==> config.mk <==
export PLATFORM = sky130hd
export DESIGN_NAME = v2dc_back
export DESIGN_NICKNAME = d
export VERILOG_FILES = /design/src/rtl/core/v2dc_pkg.sv /design/src/rtl/core/v2dc_back.sv
export SDC_FILE = /design/constraint.sdc
export NUM_CORES = 2
export LEC_CHECK = 0
export BUFFER_PORTS_ARGS = -buffer_cell sky130_fd_sc_hd__buf_2
export CELL_PAD_IN_SITES_DETAIL_PLACEMENT = 0
export CELL_PAD_IN_SITES_GLOBAL_PLACEMENT = 1
export CORE_MARGIN = 4
export CORE_UTILIZATION = 46
export CTS_BUF_LIST = sky130_fd_sc_hd__clkbuf_4
export DETAILED_ROUTE_END_ITERATION = 8
export PLACE_DENSITY_LB_ADDON = 0.1
export SETUP_SLACK_MARGIN = 0.15
export SYNTH_ARGS = -nofsm -noshare
export SYNTH_HDL_FRONTEND = slang
export SYNTH_SLANG_ARGS = --single-unit
==> constraint.sdc <==
create_clock -name clk -period 5.9 [get_ports clk]
set_clock_uncertainty 0.1 [all_clocks]
set_input_delay 0 -clock clk [delete_from_list [all_inputs] [get_ports clk]]
set_output_delay 0 -clock clk [all_outputs]
set_load 0.01 [all_outputs]
==> src/rtl/core/v2dc_pkg.sv <==
`default_nettype none
package v2dc_pkg;
  localparam int MAX_SIZE_D = 32;
  localparam int KERNEL_D = 5;
  localparam int PIXEL_BITS_D = 8;
  localparam int SIZE_W = 6;
  localparam int COEF_W = 40;
  localparam int NUM_REGS = 6;
  localparam int SUM_W = 21;
  localparam int IDX_W = 5;
  localparam int CFG_IDX_W = 3;

  typedef enum logic [CFG_IDX_W-1:0] {
    REG_SIZE = 3'd0,
    REG_ROW0 = 3'd1,
    REG_ROW1 = 3'd2,
    REG_ROW2 = 3'd3,
    REG_ROW3 = 3'd4,
    REG_ROW4 = 3'd5
  } reg_idx_t;

  typedef struct packed {
    logic       frame_start;
    logic [7:0] pixel;
  } in_req_t;

  typedef struct packed {
    logic             frame_last;
    logic [IDX_W-1:0] out_col;
    logic [IDX_W-1:0] out_row;
    logic [SUM_W-1:0] conv_sum;
  } out_req_t;
endpackage
`default_nettype wire

==> src/rtl/core/v2dc_back.sv <==
`default_nettype none
// Two stage multiply-accumulate: row sums of products, then the total of the row sums.
module v2dc_back #(
  parameter int KERNEL     = v2dc_pkg::KERNEL_D,
  parameter int PIXEL_BITS = v2dc_pkg::PIXEL_BITS_D
) (
  input  wire logic                                clk,
  input  wire logic                                rst_n,
  input  wire logic [v2dc_pkg::COEF_W-1:0]         coef [KERNEL],
  input  wire logic                                q_ne,
  output logic                                     q_pop,
  input  wire logic [KERNEL*KERNEL*PIXEL_BITS-1:0] q_win,
  input  wire logic [v2dc_pkg::IDX_W-1:0]          q_row,
  input  wire logic [v2dc_pkg::IDX_W-1:0]          q_col,
  input  wire logic                                q_last,
  output logic                                     out_valid,
  input  wire logic                                out_stall,
  output v2dc_pkg::out_req_t                       out_req
);
  localparam int PW = PIXEL_BITS + 8;
  localparam int RW = PW + $clog2(KERNEL + 1);
  localparam int SW = v2dc_pkg::SUM_W;

  logic          p_v_r, o_v_r, adv_p, adv_o;
  logic [RW-1:0] rs_r [KERNEL];
  logic [v2dc_pkg::IDX_W-1:0] p_row_r, p_col_r;
  logic          p_last_r;
  logic [RW-1:0] rs_c [KERNEL];
  logic [SW+8-1:0] tot;

  assign adv_o = !o_v_r || !out_stall;
  assign adv_p = !p_v_r || adv_o;
  assign q_pop = q_ne && adv_p;

  always_comb begin
    for (int a = 0; a < KERNEL; a++) begin
      rs_c[a] = '0;
      for (int b = 0; b < KERNEL; b++)
        rs_c[a] = rs_c[a] + RW'(q_win[(a*KERNEL+b)*PIXEL_BITS +: PIXEL_BITS]
                               * coef[a][b*8 +: 8]);
    end
    tot = '0;
    for (int a = 0; a < KERNEL; a++) tot = tot + (SW+8)'(rs_r[a]);
  end

  always_ff @(posedge clk) begin
    if (!rst_n) begin
      p_v_r <= 1'b0;
      o_v_r <= 1'b0;
    end else begin
      if (adv_p) p_v_r <= q_ne;
      if (adv_o) o_v_r <= p_v_r;
    end
  end
  always_ff @(posedge clk) begin
    if (q_pop) begin
      rs_r     <= rs_c;
      p_row_r  <= q_row;
      p_col_r  <= q_col;
      p_last_r <= q_last;
    end
    if (adv_o && p_v_r) begin
      out_req.conv_sum   <= tot[SW-1:0];
      out_req.out_row    <= p_row_r;
      out_req.out_col    <= p_col_r;
      out_req.frame_last <= p_last_r;
    end
  end
  assign out_valid = o_v_r;

  assert property (@(posedge clk) disable iff (!rst_n)
    out_valid && out_stall |=> out_valid && $stable(out_req))
    else $error("result changed under stall");
endmodule
`default_nettype wire

==> impl_results.md <==
* Hold_sp: coef[40]
* Root Buffer: clkbuf_4
* Slew HR at 44.34%
* Ys async rst share at 0%
* Share of layout cells above drive strength 1 at 18.09%
* Clock Path Buffers at 2
* RSZ-0062 raised after global routing: yes
* Cell count after synthesis at 6505
* Hold crit path type: in2reg
* CP Cell Sequence: buf_2, and2_1, ha_1, inv_1, fa_1, fa_1, inv_1, fa_2, fa_1, fa_1, inv_1, fa_1, inv_1, fa_1, ha_4, and3_4, a2111oi_4, o21ai_2, a311oi_4, nand3b_1, nand3_1
* Fill count at 12600
* Final nets at 10350
* Die ar. at 0.1434 sq mm
* Worst r2r src: rs_r[1]
* Crit-path most repeated cell: fa_1
* Crit path capture type: flip-flop
* Data arrival, critical path at 5.97 ns
* Num ports at 449
* Period utilization at 97.09%
* Via count at 45010
* Post-Syn Area at 0.06320 sq mm
* CP Data Required Time at 6.14 ns
* Final setup fails at 0
* Layout Area Growth over Synthesis at 18.15%
* H-tree Lvls at 4
* Total track usage at 24.51%
* Crit path max fanout at 6
* PortBufs at 448
* Clock latency on the worst-skew pair at 0.60 ns
* Mapped Avg Cell Area at 9.716 sq um
* CTS Buf Count at 17
* Mapped Nets at 9189
* First-pass GRT wire length at 273300 um
* Max-cap violations at 0
* Status: finished clean
* Final slew viol count at 0
* Routed Antenna Nets at 0
* Most frequent cells in the layout: inv_1, fa_1, and2_1
* Synthesized flop and latch total at 140
* Initial DRC Count at 1937
* Fin cells at 9464
* Residual DRC at 0
* Commonest non-fill, non-tap cell in the layout: inv_1
* Slew @ Worst Pin at 0.8349 ns
* Number of cell rows at 135
* Placed insts at 9383
* Drt first pass iters at 7
* Min Tclk post-route at 5.728 ns
* Starting Density at 46.48%
* Largest stage delay on the critical path at 0.63 ns
* Number of global-route vias before repair at 49870
* Post-synth EDFFs at 138
* Hpwl dp at 157400 um
* Yosys cell types at 71
* Core box area at 0.1360 sq mm
* Start point of the critical path: q_win[13]
* Routed wire length at 168800 um
* CTS tree: built
* YS warnings at 0
* GPL Wtd Cong at 0.9247
* Startpoint class of the critical path: input pin
* Vias per inst at 4.755
* Primary FF master, synth: edfxtp_1
* Final Hold Fails at 0
* WL/cell at 17.84 um
* CTS clk-pin slew, worst paths at 0.13 ns
* Critical path buffers and inverters at 5
* Chip height at 378.7 um
* Crit-path leading delay family: adder cells
* Total gr overflow at 0
* Largest net degree at the start of global routing at 58
* Antenna violations before repair at 7
* Kind of critical path: in2reg
* Die X-Extent at 378.7 um
* Achievable Freq at 174.6 MHz
* CP max stage cell: fa_2
* TritonCTS Sinks at 140
* Register area share after synthesis at 6.620%
==> cells by family (layout without fill, tap and decap cells) <==
group / after synthesis / after routing / synth area share, %
buffers and inverters: 1956 / 3129 / 11.62
and+or+nand+nor: 1787 / 1787 / 14.86
muxes: 5 / 5 / 0.08117
AOI/OAI and AO/OA: 271 / 271 / 3.007
xor gates and xnor gates: 77 / 77 / 1.067
DFF: 140 / 140 / 6.620
adders and majority gates: 2269 / 2269 / 62.75
other: 0 / 5 / 0
==> routing by layer <==
metal	vias to the layer above	track usage, %	part of all wire [%]
met2	800	41.31	48
met3	107	3.043	4.3
li1	21330	-	-
met4	2	3.070	1.4
met5	-	0	0.0041
met1	22770	35.00	46
==> worst reg2reg max path, cell delays in order, from the launching register on <==
cell and delay [ns]:
edfxtp_1 0.45, fa_1 0.53, fa_1 0.49, inv_1 0.05
fa_1 0.42, inv_1 0.06, ha_1 0.20, inv_1 0.08
fa_1 0.46, nor2b_1 0.12, o21ai_0 0.11, a21oi_1 0.29
o21ba_2 0.23, nor3_1 0.06, nor4_1 0.51
==> state kept, by name, summed over array words and instances (netlist names) <==
| signal | cells |
|---|---|
| p_col_r | 5 |
| out_valid | 1 |
| p_v_r | 1 |
| rs_r | 95 |
| p_row_r | 5 |
| p_last_r | 1 |
| out_req | 32 |
==> cells in the mapped netlist (all sizes together) (3+ instances only) <==
| cell | number | area share, % |
|---|---|---|
| inv | 1931 | 11 |
| fa | 1501 | 48 |
| and2 | 975 | 9.7 |
| ha | 768 | 15 |
| nand2 | 674 | 4.0 |
| edfxtp | 138 | 6.6 |
| a21oi | 70 | 0.56 |
| xnor2 | 57 | 0.79 |
| o21ai | 48 | 0.39 |
| a21o | 44 | 0.53 |
| nor2 | 40 | 0.24 |
| clkbuf | 24 | 0.14 |
| xor2 | 20 | 0.28 |
| nand3 | 19 | 0.15 |
| a211oi | 17 | 0.21 |
| nor3 | 17 | 0.13 |
| and3 | 13 | 0.14 |
| o21bai | 12 | 0.14 |
| o21a | 11 | 0.13 |
| nor2b | 10 | 0.099 |
| a31oi | 9 | 0.089 |
| a2111oi | 7 | 0.16 |
| a311oi | 6 | 0.11 |
| nand4 | 6 | 0.059 |
| o211ai | 6 | 0.071 |
| a21boi | 5 | 0.059 |
| or2 | 5 | 0.049 |
| or3 | 5 | 0.049 |
| and4 | 4 | 0.055 |
| mux2i | 4 | 0.063 |
| nand3b | 4 | 0.048 |
| o31ai | 4 | 0.048 |
| o41ai | 4 | 0.11 |
| a221oi | 3 | 0.042 |
| nand2b | 3 | 0.030 |
| nand4b | 3 | 0.042 |
| nor4 | 3 | 0.030 |
| o22ai | 3 | 0.030 |
| o311a | 3 | 0.048 |
==> final timing paths <==
check | endpoint | slack, ns | depth (start not counted)
worst max-delay path | rs_r[91] | 0.17 | 21
worst min-delay path | rs_r[19] | 0.09 | 3
worst min register to register | out_req[27] | 0.32 | 0
worst max register to register | out_req[15] | 1.49 | 14
==> cell type report <==
type | instances | area, sq um | share of cell area (%)
well taps | 1781 | 2228 | 2.984
diodes | 5 | 12.51 | 0.01676
repair buffers | 1166 | 7981 | 10.69
multi-input cells | 4409 | 52670 | 70.53
clock buffers | 17 | 127.6 | 0.1709
clock inverters | 15 | 222.7 | 0.2982
flip-flops and latches | 140 | 4184 | 5.603
inverters | 1931 | 7248 | 9.706
==> through the flow <==
stage	hold slack [ns]	worst slack, ns	cell area [sq um]	utilization (%)	TNS [ns]
5_1_grt	0.01288	-0.0003082	74670	54.92	-0.0003082
2_1_floorplan	-0.001131	-0.1424	63840	-	-0.3475
3_5_place_dp	0.07848	-0.5407	73220	53.85	-19.69
6_report	0.08905	0.1719	74670	54.92	0
4_1_cts	0.01350	0.1540	73880	54.33	0
3_3_place_gp	0.07823	-0.5107	73220	53.85	-18.64
==> repair_timing <==
| action | 4_1_cts | 5_1_grt |
|---|---|---|
| setup buffers | 0 | 13 |
| setup endpoints to repair | 2 | 38 |
| pin swaps | 2 | 129 |
| hold endpoints to repair | 54 | 0 |
| resized for setup | 1 | 216 |
| hold buffers | 31 | 0 |
Power is left out: the tool's default activity adds up to more than one toggle a clock period on the data nets, which glitch-free logic cannot reach.
