<file path="config.mk">
export PLATFORM = sky130hd
export DESIGN_NAME = v2dc_front
export DESIGN_NICKNAME = d
export VERILOG_FILES = /design/src/rtl/core/v2dc_pkg.sv /design/src/rtl/core/v2dc_ram.sv /design/src/rtl/core/v2dc_front.sv
export SDC_FILE = /design/constraint.sdc
export NUM_CORES = 2
export LEC_CHECK = 0
export BUFFER_PORTS_ARGS = -buffer_cell sky130_fd_sc_hd__buf_2
export CORE_ASPECT_RATIO = 1.5
export CORE_MARGIN = 4
export CORE_UTILIZATION = 63
export DETAILED_ROUTE_END_ITERATION = 8
export GPL_ROUTABILITY_DRIVEN = 0
export HOLD_SLACK_MARGIN = 0.1
export PLACE_DENSITY = 0.84
export SLEW_MARGIN = 20
export SYNTH_ARGS = -nofsm -noshare
export SYNTH_HDL_FRONTEND = slang
export SYNTH_SLANG_ARGS = --single-unit
</file>
<file path="constraint.sdc">
create_clock -name clk -period 20 [get_ports clk]
set_input_delay 4 -clock clk [delete_from_list [all_inputs] [get_ports clk]]
set_output_delay 4 -clock clk [all_outputs]
set_load 0.01 [all_outputs]
</file>
<file path="src/rtl/core/v2dc_pkg.sv">
`default_nettype none
package v2dc_pkg;
  localparam int MAX_SIZE_D = 32;
  localparam int KERNEL_D = 5;
  localparam int PIXEL_BITS_D = 8;
  localparam int SIZE_W = 6;
  localparam int COEF_W = 40;
  localparam int NUM_REGS = 6;
  localparam int SUM_W = 21;
  localparam int IDX_W = 5;
  localparam int CFG_IDX_W = 3;

  typedef enum logic [CFG_IDX_W-1:0] {
    REG_SIZE = 3'd0,
    REG_ROW0 = 3'd1,
    REG_ROW1 = 3'd2,
    REG_ROW2 = 3'd3,
    REG_ROW3 = 3'd4,
    REG_ROW4 = 3'd5
  } reg_idx_t;

  typedef struct packed {
    logic       frame_start;
    logic [7:0] pixel;
  } in_req_t;

  typedef struct packed {
    logic             frame_last;
    logic [IDX_W-1:0] out_col;
    logic [IDX_W-1:0] out_row;
    logic [SUM_W-1:0] conv_sum;
  } out_req_t;
endpackage
`default_nettype wire

</file>
<file path="src/rtl/core/v2dc_ram.sv">
`default_nettype none
module v2dc_ram #(
  parameter int WIDTH = 8,
  parameter int DEPTH = 32
) (
  input  wire logic                     clk,
  input  wire logic                     we,
  input  wire logic [$clog2(DEPTH)-1:0] waddr,
  input  wire logic [WIDTH-1:0]         wdata,
  input  wire logic                     re,
  input  wire logic [$clog2(DEPTH)-1:0] raddr,
  output logic      [WIDTH-1:0]         rdata
);
  logic [WIDTH-1:0] mem [DEPTH];
  always_ff @(posedge clk) begin
    if (we) mem[waddr] <= wdata;
    if (re) rdata <= mem[raddr];
  end
endmodule
`default_nettype wire

</file>
<file path="src/rtl/core/v2dc_front.sv">
`default_nettype none
// Position counters, line store and window; emits classified windows to the queue.
module v2dc_front #(
  parameter int MAX_SIZE   = v2dc_pkg::MAX_SIZE_D,
  parameter int KERNEL     = v2dc_pkg::KERNEL_D,
  parameter int PIXEL_BITS = v2dc_pkg::PIXEL_BITS_D
) (
  input  wire logic                                clk,
  input  wire logic                                rst_n,
  input  wire logic [v2dc_pkg::SIZE_W-1:0]         side,
  input  wire logic                                in_valid,
  output logic                                     in_stall,
  input  wire v2dc_pkg::in_req_t                   in_req,
  input  wire logic                                q_full,
  output logic                                     q_push,
  output logic [KERNEL*KERNEL*PIXEL_BITS-1:0]      q_win,
  output logic [v2dc_pkg::IDX_W-1:0]               q_row,
  output logic [v2dc_pkg::IDX_W-1:0]               q_col,
  output logic                                     q_last
);
  localparam int CW = $clog2(MAX_SIZE + 1);
  localparam int AW = $clog2(MAX_SIZE);
  localparam int HW = (KERNEL - 1) * PIXEL_BITS;

  logic [CW-1:0] row_r, col_r;
  logic [CW-1:0] row_c, col_c, row_nxt, col_nxt;
  logic [CW-1:0] side_c;
  logic          acc;
  // stage 1: accepted pixel awaiting line store read
  logic          s1_v_r, s1_out_r, s1_last_r;
  logic [PIXEL_BITS-1:0] s1_pix_r;
  logic [CW-1:0] s1_row_r, s1_col_r;
  logic [HW-1:0] hist;
  logic [HW-1:0] hist_e, lw_data, byp_data_r;
  logic          byp_r;
  logic [PIXEL_BITS-1:0] win_r [KERNEL][KERNEL];
  logic [PIXEL_BITS-1:0] colv [KERNEL];

  assign side_c = CW'(side);
  assign in_stall = q_full;
  assign acc = in_valid && !in_stall;

  always_comb begin
    row_c = row_r;
    col_c = col_r;
    if (in_req.frame_start) begin
      row_c = '0;
      col_c = '0;
    end
    if (col_c >= side_c) begin
      col_c = '0;
      row_c = row_c + 1'b1;
    end
    if (row_c >= side_c) row_c = '0;
    col_nxt = col_c + 1'b1;
    row_nxt = row_c;
    if (col_nxt >= side_c) begin
      col_nxt = '0;
      row_nxt = row_c + 1'b1;
      if (row_nxt >= side_c) row_nxt = '0;
    end
  end

  always_ff @(posedge clk) begin
    if (!rst_n) begin
      row_r  <= '0;
      col_r  <= '0;
      s1_v_r <= 1'b0;
      byp_r  <= 1'b0;
    end else begin
      s1_v_r <= acc;
      byp_r  <= acc && s1_v_r && (s1_col_r == col_c);
      if (acc) begin
        row_r <= row_nxt;
        col_r <= col_nxt;
      end
    end
  end

  always_ff @(posedge clk) begin
    if (acc) begin
      s1_pix_r  <= in_req.pixel[PIXEL_BITS-1:0];
      s1_row_r  <= row_c;
      s1_col_r  <= col_c;
      s1_out_r  <= (row_c >= CW'(KERNEL - 1)) && (col_c >= CW'(KERNEL - 1));
      s1_last_r <= (row_c == side_c - 1'b1) && (col_c == side_c - 1'b1);
    end
  end

  // same column back to back (repeated frame start) takes the word being written
  always_ff @(posedge clk) begin
    byp_data_r <= lw_data;
  end

  assign hist_e  = byp_r ? byp_data_r : hist;
  assign lw_data = HW'({hist_e, s1_pix_r});

  // one wide entry per column holds the KERNEL-1 previous rows, newest lowest
  v2dc_ram #(.WIDTH(HW), .DEPTH(MAX_SIZE)) u_lines (
    .clk   (clk),
    .we    (s1_v_r),
    .waddr (s1_col_r[AW-1:0]),
    .wdata (lw_data),
    .re    (acc),
    .raddr (col_c[AW-1:0]),
    .rdata (hist)
  );

  always_comb begin
    for (int a = 0; a < KERNEL - 1; a++)
      colv[a] = hist_e[(KERNEL-2-a)*PIXEL_BITS +: PIXEL_BITS];
    colv[KERNEL-1] = s1_pix_r;
  end

  always_ff @(posedge clk) begin
    if (s1_v_r) begin
      for (int a = 0; a < KERNEL; a++) begin
        for (int b = 0; b < KERNEL - 1; b++) win_r[a][b] <= win_r[a][b+1];
        win_r[a][KERNEL-1] <= colv[a];
      end
    end
  end

  // stage 2: window complete, push
  logic s2_v_r, s2_last_r;
  logic [CW-1:0] s2_row_r, s2_col_r;
  always_ff @(posedge clk) begin
    if (!rst_n) s2_v_r <= 1'b0;
    else        s2_v_r <= s1_v_r && s1_out_r;
  end
  always_ff @(posedge clk) begin
    s2_row_r  <= s1_row_r - CW'(KERNEL - 1);
    s2_col_r  <= s1_col_r - CW'(KERNEL - 1);
    s2_last_r <= s1_last_r;
  end

  assign q_push = s2_v_r;
  assign q_row  = v2dc_pkg::IDX_W'(s2_row_r);
  assign q_col  = v2dc_pkg::IDX_W'(s2_col_r);
  assign q_last = s2_last_r;
  always_comb begin
    for (int a = 0; a < KERNEL; a++)
      for (int b = 0; b < KERNEL; b++)
        q_win[(a*KERNEL+b)*PIXEL_BITS +: PIXEL_BITS] = win_r[a][b];
  end
endmodule
`default_nettype wire

</file>
==> results.md <==
- Status: complete, no violations
- Vias per Instance: between 7 and 8
- EDFF count, synth: 1,277
- Layout cell share with drive strength beyond 1: a little under a fifth
- Wire per inst: roughly 32 µm
- Setup crit start kind: input pin
- Final hold vios: 0
- Synthesis-to-layout area growth: 12.5%
- Post-layout total power: around 5.4 mW
- Setup_tns: 0 ns
- Period utilization: approximately half
- Fin Hold WS: 0.344 ns
- Crit path buf inv count: 5
- Req. time, crit path: just over 20 ns
- Crit path top cell by count: ha_1
- Fmax: 0.0995 GHz
- Total gr overflow: 0
- Setup Crit Path Kind: in -> reg
- RSZ-0062 raised after global routing: no
- Initial core utilization: a little under two thirds
- Reg2Reg Depth: 26
- Drt first pass iters: 8
- Core Rows: 126
- Vias in the first global route: around 30k
- Area of the multi-input gates: ~10,000 µm²
- Post CTS Setup Buffer Count: 0
- Finished Layout Cells: between 4k and 5k
- IO Port Bufs: 231
- R2R setup slack: around 13 ns
- Clock skew: roughly 0.022 ns
- CTS tree: built
- Ys flop type: edfxtp_1
- Fin crit period: 10.05 ns
- Gr usage total: 31.0%
- Die ar.: roughly 84,000 µm²
- Fin worst setup slack: approximately 10 ns
- CTS Buf Count: about 110
- Detail Route Antenna Nets: 0
- Register area: between 30,000 and 40,000 µm²
- Largest net degree at the start of global routing: 129
- Slew Viols, Final: 0
- Number of nets in the layout: ~3.1k
- # IOs: between 200 and 250
- Synth Net Count: roughly 2.9k
- Crit path max fanout: 34
- H-tree level count: 3
- Final wirelength: between 100,000 and 150,000 µm
- Critical Path End Type: flop
- Synthesized instance count: 2,836
- Worst Hold Class: reg -> reg
- PwrDens: a little under 100 nW/µm²
- Critical R2R Launch: col_r[0]$_SDFFE_PN0P_
- Clock Latency Late Sink: about 0.7 ns
- Initial antenna violation count: 1
- Clock sinks: approximately 1.3k
- Least-Margin Pin Slew: around 1.2 ns
- CTS max path bufs: 3
- Count of cell types in the netlist: 63
- DR iter-0 viols: around 4.5k
- Reg-to-reg endpoint: row_r[5]$_SDFFE_PN0P_
- Post-Place Cells: approximately 4k
- Levels on crit path: 26
- Cell family with most CP delay: simple AND/OR/NAND/NOR gates
- FF+latch count, synth: about 1.3k
- Worst Setup Slack post-DPL: 9.13 ns
- Leakage: between 15 and 20 nW
- Hpwl dp: between 60,000 and 70,000 µm
- Seq/Total Area, Yosys: just under 80%
- Async set or reset register ratio after synthesis: 0%
- Die height: 354 µm
- WP data arrival: ~11 ns
- Final setup vio count: 0
- Filler cells: between 4k and 5k
- First-pass GRT wire length: roughly 190,000 µm
- Slowest-stage cell, CP: inv_2
- Remaining DRCs: 0
- Via count of the routed design: around 30k
- Crit path capture: row_r[5]$_SDFFE_PN0P_
- Critical path launch point: in_req[8]
- Relative slew slack: a little under a quarter
- Worst IR Drop VDD: ~0.087 mV
- Core ar.: roughly 79,000 µm²
- Die span in x: around 240 µm
- Worst-path clk slew: around 0.060 ns
- Synth Area per Inst: 17.7 µm²
- CTS Hold Buffers Added: 0
- Mapped cell area: around 50,000 µm²
- Warnings from Yosys: 0
- Max stage delay on crit path: ~0.71 ns
- Clock root cell: clkbuf_16
- Gates resized, CTS repair: 0
- Max cap viols: 0
cell usage in the layout (no fill, tap or decap), types with 5 or more instances in the layout:
master,synthesis,final
nand2b_1,8,7
xnor2_1,16,16
a211oi_1,66,66
buf_2,30,231
buf_4,10,57
bufinv_16,0,10
inv_1,25,21
ha_1,32,32
mux2i_1,292,292
inv_2,4,5
clkinvlp_4,0,5
mux2_2,33,33
nor2b_1,9,8
clkbuf_1,107,29
clkinv_1,1,15
clkbuf_16,0,115
o22ai_1,64,64
nand3_1,18,18
a311oi_1,65,65
clkinv_2,0,25
dfxtp_1,58,56
o211ai_1,75,75
nor2_1,42,9
o221ai_1,109,108
clkbuf_8,0,7
o221ai_2,20,20
and3_1,6,6
buf_8,0,5
o21ai_0,12,12
a21o_1,6,6
nor2_4,0,33
a21oi_1,79,78
or3_1,5,5
edfxtp_1,1277,1277
nor3_1,8,8
a31oi_1,67,67
xor2_1,7,7
nand2_1,216,215
registers in the layout, indices dropped and copies added (netlist names):
name	count
q_push	1
u_lines.rdata	32
u_lines.mem	1024
win_r	200
s1_last_r	1
byp_data_r	32
q_last	1
s1_col_r	6
byp_r	1
col_r	6
row_r	6
s1_row_r	5
s2_row_r	5
s1_out_r	1
s1_v_r	1
s2_col_r	5
s1_pix_r	8
power breakdown:
group	total [mW]	switching [mW]	internal [mW]	leakage, nW
registers	3.09	0.0173	3.07	12.0
clock network	2.20	0.979	1.22	1.82
logic	0.139	0.101	0.0380	4.19
total	5.43	1.10	4.33	18.0
metal layers:
layer  GRT usage (%)  wire [µm]  up-vias
met5               0          0        -
met4            17.8       8970        0
met3            5.88      16700      643
met2            52.1      66500     2723
met1            37.9      42100    14500
li1                -          -    12000
area by class of cell:
| class | instances | share of cell area [%] |
|---|---|---|
| diodes | 3 | 0.0133 |
| flip-flops and latches | 1335 | 70.0 |
| multi-input cells | 1301 | 17.9 |
| clock buffers | 151 | 5.46 |
| repair buffers | 296 | 3.03 |
| well taps | 1024 | 2.27 |
| inverters | 30 | 0.224 |
| clock inverters | 64 | 1.14 |
kinds of logic after synthesis:
kind of cell	share of synthesized area, %
xor+xnor	0.401
mux	6.56
compound gates	8.92
fa+ha+maj	0.798
buf+inv	1.78
simple gates	2.81
flops	78.7
cell usage after synthesis, types with 2 or more instances:
cell type | count | area share [%]
a211oi_1 | 66 | 0.99
a21boi_0 | 2 | 0.030
a21o_1 | 6 | 0.090
a21oi_1 | 79 | 0.79
a22oi_1 | 4 | 0.060
a311oi_1 | 65 | 1.1
a31oi_1 | 67 | 0.84
and2_1 | 3 | 0.037
and3_1 | 6 | 0.075
buf_1 | 14 | 0.10
buf_2 | 30 | 0.30
buf_4 | 10 | 0.15
buf_6 | 9 | 0.20
clkbuf_1 | 107 | 0.80
dfxtp_1 | 58 | 2.3
edfxtp_1 | 1277 | 76
ha_1 | 32 | 0.80
inv_1 | 25 | 0.19
inv_2 | 4 | 0.030
mux2_2 | 33 | 0.74
mux2i_1 | 292 | 5.8
nand2_1 | 216 | 1.6
nand2b_1 | 8 | 0.10
nand3_1 | 18 | 0.18
nand3b_1 | 2 | 0.030
nand4_1 | 4 | 0.050
nor2_1 | 42 | 0.31
nor2b_1 | 9 | 0.11
nor3_1 | 8 | 0.080
nor4_1 | 3 | 0.037
o211a_1 | 2 | 0.040
o211ai_1 | 75 | 1.1
o21a_1 | 3 | 0.045
o21ai_0 | 12 | 0.12
o221ai_1 | 109 | 1.9
o221ai_2 | 20 | 0.60
o22ai_1 | 64 | 0.80
or2_2 | 2 | 0.025
or3_1 | 5 | 0.062
xnor2_1 | 16 | 0.28
xor2_1 | 7 | 0.12
how the worst min path moves through the flow:
stage,startpoint,to,slack (ns),cells after the start
4_1_cts,s1_row_r[1]$_DFFE_PP_,s2_row_r[1]$_DFF_P_,0.35,0
3_5_place_dp,s1_row_r[1]$_DFFE_PP_,s2_row_r[1]$_DFF_P_,0.33,0
5_1_grt,s1_row_r[1]$_DFFE_PP_,s2_row_r[1]$_DFF_P_,0.36,0
3_3_place_gp,s1_row_r[1]$_DFFE_PP_,s2_row_r[1]$_DFF_P_,0.32,0
6_report,s1_row_r[1]$_DFFE_PP_,s2_row_r[1]$_DFF_P_,0.34,0
2_1_floorplan,s1_last_r$_DFFE_PP_,q_last$_DFF_P_,0.32,0
stage by stage:
stage	utilization, %	area, µm²
after global routing	71.6	56400
after detailed placement	66.8	52600
after CTS	71.5	56400
final	71.6	56500
after floorplan	-	50200
after global placement	66.8	52600
Power figures use the tool's default switching activity.
