### config.mk
export PLATFORM = sky130hd
export DESIGN_NAME = v2dc_queue
export DESIGN_NICKNAME = d
export VERILOG_FILES = /design/src/rtl/core/v2dc_queue.sv
export SDC_FILE = /design/constraint.sdc
export NUM_CORES = 1
export LEC_CHECK = 0
export ABC_AREA = 1
export BUFFER_PORTS_ARGS = -buffer_cell sky130_fd_sc_hd__buf_2
export CORE_MARGIN = 3
export CORE_UTILIZATION = 56
export DETAILED_ROUTE_END_ITERATION = 12
export PLACE_DENSITY_LB_ADDON = 0.2
export RECOVER_POWER = 25
export SLEW_MARGIN = 20
export SYNTH_ARGS = -nofsm -noshare
export SYNTH_HDL_FRONTEND = slang
export SYNTH_SLANG_ARGS = --single-unit
### constraint.sdc
create_clock -name clk -period 1.8 [get_ports clk]
set_clock_uncertainty 0.1 [all_clocks]
set_input_delay 0.09 -clock clk [delete_from_list [all_inputs] [get_ports clk]]
set_output_delay 0.09 -clock clk [all_outputs]
set_load 0.01 [all_outputs]
### src/rtl/core/v2dc_queue.sv
`default_nettype none
module v2dc_queue #(
  parameter int WIDTH = 8
) (
  input  wire logic             clk,
  input  wire logic             rst_n,
  input  wire logic             push,
  input  wire logic [WIDTH-1:0] push_data,
  output logic                  almost_full,
  input  wire logic             pop,
  output logic                  not_empty,
  output logic [WIDTH-1:0]      pop_data
);
  // depth covers the two pushes in flight after stall rises
  localparam int DEPTH = 4;
  logic [WIDTH-1:0] mem_r [DEPTH];
  logic [1:0] wp_r, rp_r;
  logic [2:0] cnt_r;

  assign not_empty   = cnt_r != 3'd0;
  assign almost_full = cnt_r >= 3'd2;
  assign pop_data    = mem_r[rp_r];

  always_ff @(posedge clk) begin
    if (!rst_n) begin
      wp_r  <= '0;
      rp_r  <= '0;
      cnt_r <= '0;
    end else begin
      if (push) wp_r <= wp_r + 1'b1;
      if (pop)  rp_r <= rp_r + 1'b1;
      cnt_r <= cnt_r + 3'(push) - 3'(pop);
    end
  end
  always_ff @(posedge clk) begin
    if (push) mem_r[wp_r] <= push_data;
  end

  assert property (@(posedge clk) disable iff (!rst_n) !(push && cnt_r == 3'd4 && !pop))
    else $error("queue overflow");
  assert property (@(posedge clk) disable iff (!rst_n) !(pop && cnt_r == 3'd0))
    else $error("queue underflow");
endmodule
`default_nettype wire

==> results of run 1 <==
## worst max path at each step
| stage | startpoint | end | slack (ps) | cells past startpoint |
|---|---|---|---|---|
| 3_5_place_dp | cnt_r[0] | cnt_r[2] | 120 | 8 |
| 2_1_floorplan | cnt_r[0] | cnt_r[2] | 220 | 8 |
| 3_3_place_gp | cnt_r[0] | cnt_r[2] | 210 | 8 |
| 6_report | pop | cnt_r[2] | 70 | 9 |
| 5_1_grt | pop | cnt_r[2] | 10 | 9 |
| 4_1_cts | pop | cnt_r[2] | 90 | 9 |
## cells in the mapped netlist
library cell / n
fa_1: 1
inv_1: 48
a21oi_1: 1
buf_2: 1
buf_4: 1
xnor2_1: 1
nand3_1: 19
nand2_1: 50
dfxtp_1: 9
nor2_1: 8
ha_1: 7
o21ai_0: 2
buf_6: 2
edfxtp_1: 32
inv_4: 1
## critical path, cell delays in order
cell	delay (ps)
dlygate4sd3_1	540
buf_2	140
ha_1	290
inv_1	60
ha_1	120
inv_1	40
fa_1	370
xnor2_1	180
nor2_1	50
## repair_timing
item                       4_1_cts  5_1_grt
setup endpoints to repair        0        3
hold endpoints to repair        41        0
resized for setup                0        1
hold buffers                    11        0
## power by group
part           switching [mW]  total, mW  leakage [nW]  internal, mW
sequential             0.0304       1.11         0.369          1.08
combinational           0.200      0.349         0.627         0.149
clock                   0.281      0.433        0.0245         0.153
total                   0.511       1.90          1.02          1.39
## sequential cells by signal (all words and copies together), names as in the netlist, named ones only
| register | count |
|---|---|
| cnt_r | 3 |
| rp_r | 2 |
| wp_r | 2 |
| mem_r | 32 |
## cells by family after synthesis
| group | Yosys count | synth area share (%) |
|---|---|---|
| simple gates | 77 | 17.3 |
| compound gates | 3 | 0.831 |
| flops | 41 | 63.2 |
| fa+ha+maj | 8 | 5.96 |
| buf+inv | 53 | 12.3 |
| xor+xnor | 1 | 0.485 |
## final cells by class
class                   instances  area, um2  area share, %
clock buffers                   6       41.3           1.96
flip-flops and latches         41       1140           54.2
multi-input cells              89        444           21.1
inverters                      49        186           8.85
repair buffers                 34        224           10.6
well taps                      42       52.6           2.50
clock inverters                 2       15.0          0.713
## metal layers
layer  track usage (%)  up-vias  share of wire, %
li1                  -      629                 -
met1              19.6      566                42
met2              31.6       22                53
met3              5.04        6               3.5
met4              6.89        0               1.7
met5                 0        -                 0
## metrics by stage
step                hold slack (ps)  cell area [um2]  util (%)  power (mW)
floorplan                      83.5             1810         -        1.35
global placement                198             1940      66.5        1.44
detailed placement              205             1940      66.5        1.47
CTS                             367             2110      72.2        1.91
global route                    407             2110      72.0        2.02
finish                          397             2110      72.0        1.90
==> run summary, run 1 <==
CTS tree -> yes
Final Hold Fails -> 0
first-pass GRT wire length -> 5.25 mm
worst slew pin tran -> 375 ps
Hold Crit Class -> primary input to register
Cell Pwr Density -> 900 nW/um2
ant diodes -> 0
Critical Path Fanout Max -> 4
root buf cell -> clkbuf_4
H-tree levels -> 2
# placed instances -> 244
HPWL after DPL -> 2.06 mm
worst r2r path cells -> 8
drc violations -> 0
commonest non-fill, non-tap cell in the layout -> nand2_1
die span in y -> 62.8 um
post-synth top area share -> 53.2%
clock sinks -> 41
Longest Clk Path Bufs -> 2
top post-synthesis cells by area -> edfxtp_1, nand2_1, dfxtp_1
IO Count -> 22
Pins Over Slew Limit -> 0
area grow syn2layout -> 16.6%
vias in the first global route -> 1,227
Achievable Freq -> 576 MHz
FP Rows -> 19
Layout Cells excl Fill -> 263
Worst Hold Path Cells -> 2
Hold Path End -> mem_r[0][4]
Die W -> 62.8 um
Mapped Cells -> 183
Nets -> 240
clk slew on worst S/H paths -> 120 ps
layout cell share with drive strength beyond 1 -> 12.2%
final antenna-violating net count -> 0
vias per std cell -> 4.65
WL final -> 2.98 mm
leading area contributor after synthesis -> edfxtp_1
critical path class -> primary input to register
dpl ws -> 125 ps
syn nets -> 203
Synth cell types -> 15
Peak VDD IR -> 0.755 mV
GRT Util Overall -> 17.6%
initial antenna violation count -> 0
total core area -> 2920 um2
Lkg Pwr -> 1.02 nW
initial core utilization -> 61.8%
Avg Cell Area, Syn -> 9.87 um2
Setup crit start kind -> primary input
period utilisation layout -> 96.4%
DR vias -> 1,223
Tmin final -> 1730 ps
r2r setup slk -> 110 ps
largest net degree at the start of global routing -> 17
Yosys warning count -> 0
GRT overflow -> 0
Setup-failing EPs final -> 0
setup TNS -> 0 ps
die area -> 3940 um2
register area share after synthesis -> 63.2%
most frequent cells in the layout -> nand2_1, inv_1, edfxtp_1, nand3_1, buf_2
worst r2r src -> cnt_r[0]
status -> finished clean
Avg WL per Cell -> 11.3 um
CP Data Arrival Time -> 1880 ps
crit end category -> register
R2R Path End -> cnt_r[2]
drt pass-1 iters -> 5
RSZ-0062 raised after global routing -> no
maxcap violations -> 0
#FFs+latches synth -> 41
clk_lat worst skew -> 340 ps
Worst slew margin -> 75.0%
Filler cells -> 223
I/O Buffers -> 21
gpl congestion -> 0.694
Worst EP required -> 1950 ps
total CTS buffers -> 5
number of DRC markers in iteration 0 -> 54
postcts setup bufs -> 0
setup ws final -> 65.4 ps
Post-Syn Area -> 1810 um2
min-delay src -> push_data[4]
Power figures use the tool's default switching activity.
==> inputs of run 2 (changes only) <==
--- a/config.mk
+++ b/config.mk
@@ -7,6 +7,7 @@
 export LEC_CHECK = 0
 export ABC_AREA = 1
 export BUFFER_PORTS_ARGS = -buffer_cell sky130_fd_sc_hd__buf_2
+export CAP_MARGIN = 20
 export CORE_MARGIN = 3
 export CORE_UTILIZATION = 56
 export DETAILED_ROUTE_END_ITERATION = 12
==> constraint.sdc (replaced) <==
create_clock -name clk -period 1.8 [get_ports clk]
set_clock_uncertainty 0.1 [all_clocks]
set_input_delay 0.27 -clock clk [delete_from_list [all_inputs] [get_ports clk]]
set_output_delay 0.27 -clock clk [all_outputs]
set_load 0.01 [all_outputs]
==> run summary, run 2 (synthesis gave the netlist of run 1 again) <==
Longest Clk Path Bufs -> 2 (unchanged)
drc violations -> 0 (unchanged)
Setup crit start kind -> register
status -> finished clean
final antenna-violating net count -> 0 (unchanged)
gpl congestion -> 0.683 (-1.6%)
commonest non-fill, non-tap cell in the layout -> nand2_1
first-pass GRT wire length -> 5.23 mm (-0.38%)
critical path's slowest cell -> fa_1
Filler cells -> 248 (+11%)
ant diodes -> 0 (unchanged)
largest net degree at the start of global routing -> 17 (unchanged)
RSZ-0062 raised after global routing -> no
FF/Latch Area -> 1140 um2 (+0.22%)
area grow syn2layout -> 11.3%
CTS tree -> yes
vias per std cell -> 4.71 (+1.2%)
Top cell by count, worst path -> inv_1
Worst EP required -> 1950 ps (about the same)
GRT Max-Usage Layer -> met2
total CTS buffers -> 5 (unchanged)
Avg WL per Cell -> 12.1 um (+6.8%)
clock sinks -> 41 (unchanged)
maxcap violations -> 0 (unchanged)
net switching power -> 0.503 mW (-1.4%)
initial antenna violation count -> 0 (unchanged)
setup TNS -> 0 ps (unchanged)
Peak VDD IR -> 0.704 mV (-6.7%)
dpl ws -> 45.1 ps (-79.6 ps)
Lkg Pwr -> 0.989 nW (-3.1%)
CP max stage delay -> 370 ps (-170 ps)
switching part of the total -> 25.9% (-1.1 points)
FP Rows -> 19 (unchanged)
largest registers -> mem_r x32, cnt_r x3
layout cell share with drive strength beyond 1 -> 12.9% (+0.64 points)
HPWL after DPL -> 2.26 mm (+9.9%)
Setup-failing EPs final -> 0 (unchanged)
most frequent cells in the layout -> nand2_1, inv_1, edfxtp_1, nand3_1, buf_2
H-tree levels -> 2 (unchanged)
CP Data Arrival Time -> 1850 ps (-30 ps)
worst path cell trace -> inv_1, ha_1, inv_1, ha_1, inv_1, fa_1, xnor2_1, nor2_1
clock power share -> 25.7% (+2.8 points)
WL final -> 3.05 mm (+2.3%)
die area -> 3940 um2 (unchanged)
worst slew pin tran -> 388 ps (+12.6 ps)
Internal -> 1.44 mW (+4.2%)
max reg flops -> 32 (unchanged)
period utilisation layout -> 94.7% (-1.7 points)
Pins Over Slew Limit -> 0 (unchanged)
Biggest register -> mem_r
GRT Util Overall -> 17.7% (+0.080 points)
Die W -> 62.8 um (unchanged)
IO Count -> 22 (unchanged)
I/O Buffers -> 21 (unchanged)
Sequential Power Share -> 57.0% (-1.7 points)
grt met2 use -> 32.9% (+1.3 points)
Final Hold Fails -> 0 (unchanged)
Cell Pwr Density -> 969 nW/um2 (+7.6%)
die span in y -> 62.8 um (unchanged)
root buf cell -> clkbuf_4
Tmin final -> 1700 ps (-30.6 ps)
Multi-input gate area -> 444 um2 (unchanged)
GRT overflow -> 0 (unchanged)
met1 usage -> 17.7% (-1.9 points)
Worst slew margin -> 74.1% (-0.84 points)
Nets -> 229 (-4.6%)
critical path class -> register to register
clk_lat worst skew -> 340 ps (about the same)
met3 GRT Util -> 5.76% (+0.72 points)
total core area -> 2920 um2 (unchanged)
Hold Crit Class -> primary input to register
hold_buf cts -> 0 (-11)
Comb pwr share -> 17.2% (-1.2 points)
clk slew on worst S/H paths -> 110 ps (about the same)
initial core utilization -> 61.8% (unchanged)
crit end category -> register
drt pass-1 iters -> 6 (+1)
number of DRC markers in iteration 0 -> 58 (+7.4%)
Critical Path Fanout Max -> 3 (-1)
Achievable Freq -> 587 MHz (+1.8%)
vias in the first global route -> 1,203 (-2.0%)
setup ws final -> 96.0 ps (+30.6 ps)
DR vias -> 1,186 (-3.0%)
run 2: worst paths after layout:
| kind | start | to | slack, ps | cells after the start |
|---|---|---|---|---|
| max | cnt_r[0] | cnt_r[2] | 100 | 8 |
| max reg2reg | cnt_r[0] | cnt_r[2] | 100 | 8 |
| min | push_data[3] | mem_r[1][3] | 40 | 1 |
| min reg2reg | rp_r[1] | rp_r[1] | 430 | 2 |
run 2: final cells by class:
class / count / area share [%]
inverter: 49 / 9.27
sequential: 41 / 56.9
clock buffer: 7 / 3.24
multi-input combinational: 89 / 22.1
tap: 42 / 2.61
clock inverter: 1 / 0.249
timing repair buffer: 23 / 5.60
run 2: repair_timing:
item	4_1_cts	5_1_grt
resized for setup	1	1
buffers inserted	0	0
endpoints found under the setup margin	5	4
endpoints found under the hold margin	0	0
run 2: stage by stage:
step | cells | instance area, um2 | util, % | total power, mW | hold slack [ps]
final | 252 | 2010 | 68.8 | 1.95 | 41.3
after global routing | 252 | 2010 | 68.8 | 2.05 | 28.8
after CTS | 252 | 2020 | 68.9 | 1.97 | 20.5
after detailed placement | 244 | 1940 | 66.5 | 1.48 | 389
after global placement | 244 | 1940 | 66.5 | 1.45 | 377
after floorplan | 183 | 1810 | - | 1.35 | 263
run 2: power by group through the flow:
stage | Combinational (mW) | Sequential (mW) | Clock (mW)
global route | 0.383 | 1.12 | 0.552
finish | 0.335 | 1.11 | 0.501
floorplan | 0.232 | 1.12 | 0
detailed placement | 0.342 | 1.13 | 0
CTS | 0.344 | 1.11 | 0.515
global placement | 0.316 | 1.13 | 0
run 2: worst max-delay path, delay by kind of cell (launching register included):
kind | cells | cell delay (ps)
xor+xnor | 1 | 160
fa+ha+maj | 3 | 800
buf+inv | 3 | 180
flops | 1 | 320
simple gates | 1 | 60
run 2: routing by layer:
layer / share of wire, % / wire length [um]
met1: 41 / 1240
met2: 53 / 1610
met3: 4.8 / 146
met4: 1.8 / 56
met5: 0 / 0
==> inputs of run 3 (changes only) <==
--- a/config.mk
+++ b/config.mk
@@ -11,6 +11,7 @@
 export CORE_MARGIN = 3
 export CORE_UTILIZATION = 56
 export DETAILED_ROUTE_END_ITERATION = 12
+export HOLD_SLACK_MARGIN = 0.06
 export PLACE_DENSITY_LB_ADDON = 0.2
 export RECOVER_POWER = 25
 export SLEW_MARGIN = 20
==> run summary, run 3 (synthesis gave the netlist of run 1 again) <==
Die W -> 62.8 um (unchanged)
most frequent cells in the layout -> nand2_1, inv_1, edfxtp_1, nand3_1, buf_2
setup ws final -> 127 ps (+31.2 ps)
clock sinks -> 41 (unchanged)
gpl congestion -> 0.683 (unchanged)
Filler cells -> 235 (-5.2%)
die area -> 3940 um2 (unchanged)
H-tree levels -> 2 (unchanged)
root buf cell -> clkbuf_4
drt pass-1 iters -> 4 (-2)
RSZ-0062 raised after global routing -> no
number of DRC markers in iteration 0 -> 34 (-41%)
total CTS buffers -> 5 (unchanged)
commonest non-fill, non-tap cell in the layout -> nand2_1
largest registers -> mem_r x32, cnt_r x3
initial antenna violation count -> 0 (unchanged)
ant diodes -> 0 (unchanged)
Achievable Freq -> 598 MHz (+1.9%)
Cell Pwr Density -> 938 nW/um2 (-3.1%)
die span in y -> 62.8 um (unchanged)
Peak VDD IR -> 0.739 mV (+5.0%)
HPWL after DPL -> 2.26 mm (unchanged)
critical path class -> register to register
Longest Clk Path Bufs -> 2 (unchanged)
Biggest register -> mem_r
vias in the first global route -> 1,243 (+3.3%)
final antenna-violating net count -> 0 (unchanged)
setup TNS -> 0 ps (unchanged)
GRT Util Overall -> 18.2% (+0.53 points)
Hold Crit Class -> primary input to register
area grow syn2layout -> 16.4%
Critical Path Fanout Max -> 3 (unchanged)
CP Data Arrival Time -> 1820 ps (-30 ps)
Tmin final -> 1670 ps (-31.2 ps)
Setup-failing EPs final -> 0 (unchanged)
dpl ws -> 45.1 ps (unchanged)
clk slew on worst S/H paths -> 110 ps (about the same)
maxcap violations -> 0 (unchanged)
CTS tree -> yes
FF/Latch Area -> 1140 um2 (unchanged)
crit end category -> register
max reg flops -> 32 (unchanged)
status -> finished clean
vias per std cell -> 4.75 (+0.85%)
largest net degree at the start of global routing -> 17 (unchanged)
IO Count -> 22 (unchanged)
FP Rows -> 19 (unchanged)
Nets -> 237 (+3.5%)
worst slew pin tran -> 384 ps (-3.49 ps)
I/O Buffers -> 21 (unchanged)
drc violations -> 0 (unchanged)
DR vias -> 1,234 (+4.0%)
Final Hold Fails -> 0 (unchanged)
GRT overflow -> 0 (unchanged)
Worst EP required -> 1950 ps (about the same)
Lkg Pwr -> 1.02 nW (+3.4%)
WL final -> 3.15 mm (+3.4%)
first-pass GRT wire length -> 5.43 mm (+3.8%)
Pins Over Slew Limit -> 0 (unchanged)
initial core utilization -> 61.8% (unchanged)
Multi-input gate area -> 457 um2 (+2.8%)
Worst slew margin -> 74.3% (+0.23 points)
Avg WL per Cell -> 12.1 um (+0.23%)
period utilisation layout -> 92.9% (-1.7 points)
total core area -> 2920 um2 (unchanged)
clk_lat worst skew -> 340 ps (about the same)
layout cell share with drive strength beyond 1 -> 12.8% (-0.013 points)
Setup crit start kind -> register
## run 3: cell types whose count changed in the layout (fill, tap and decap cells not counted)
| cell | before | now |
|---|---|---|
| ha_1 | 7 | 6 |
| dlygate4sd3_1 | 0 | 8 |
| ha_4 | 0 | 1 |
## run 3: report_power, final
part / internal [mW] / switching [mW]
combinational: 0.150 / 0.210
sequential: 1.08 / 0.0285
clock: 0.226 / 0.276
## run 3: worst max-delay path, stage by stage, from the launching register on
cell and delay [ps]:
dfxtp_1 320, inv_1 130, ha_4 220, inv_1 50
ha_1 130, inv_1 50, fa_1 370, xnor2_1 160
nor2_1 50
## run 3: area by class of cell
cell class,instances,area share (%)
clock buffers,7,3.09
inverters,49,8.86
well taps,42,2.50
clock inverters,1,0.238
multi-input cells,89,21.7
flip-flops and latches,41,54.4
repair buffers,31,9.16
## run 3: final timing paths
check / slack, ps / depth (start not counted) / to / start
worst max-delay path: 130 / 8 / cnt_r[2] / cnt_r[0]
worst min-delay path: 80 / 3 / cnt_r[0] / rst_n
worst max register to register: 130 / 8 / cnt_r[2] / cnt_r[0]
worst min register to register: 430 / 2 / rp_r[1] / rp_r[1]
## run 3: metrics by stage
stage	cells	total power, mW	hold WS [ps]	utilization (%)	instance area [um2]
2_1_floorplan	183	1.35	263	-	1810
3_3_place_gp	244	1.45	377	66.5	1940
3_5_place_dp	244	1.48	389	66.5	1940
4_1_cts	260	1.98	68.9	71.7	2100
5_1_grt	260	2.08	80.2	71.9	2100
6_report	260	1.97	83.5	71.9	2100
## run 3: metal layers
metal | wire [um] | vias up | track usage, %
li1 | - | 629 | -
met1 | 1310 | 575 | 18.9
met2 | 1670 | 22 | 34.0
met3 | 118 | 8 | 5.04
met4 | 56 | 0 | 7.99
met5 | 0 | - | 0
## run 3: timing repair
| action | CTS | global route |
|---|---|---|
| pin swaps | 0 | 1 |
| endpoints found under the setup margin | 5 | 5 |
| setup buffers | 0 | 0 |
| resized for setup | 1 | 2 |
| hold buffers | 8 | 0 |
| endpoints found under the hold margin | 32 | 0 |
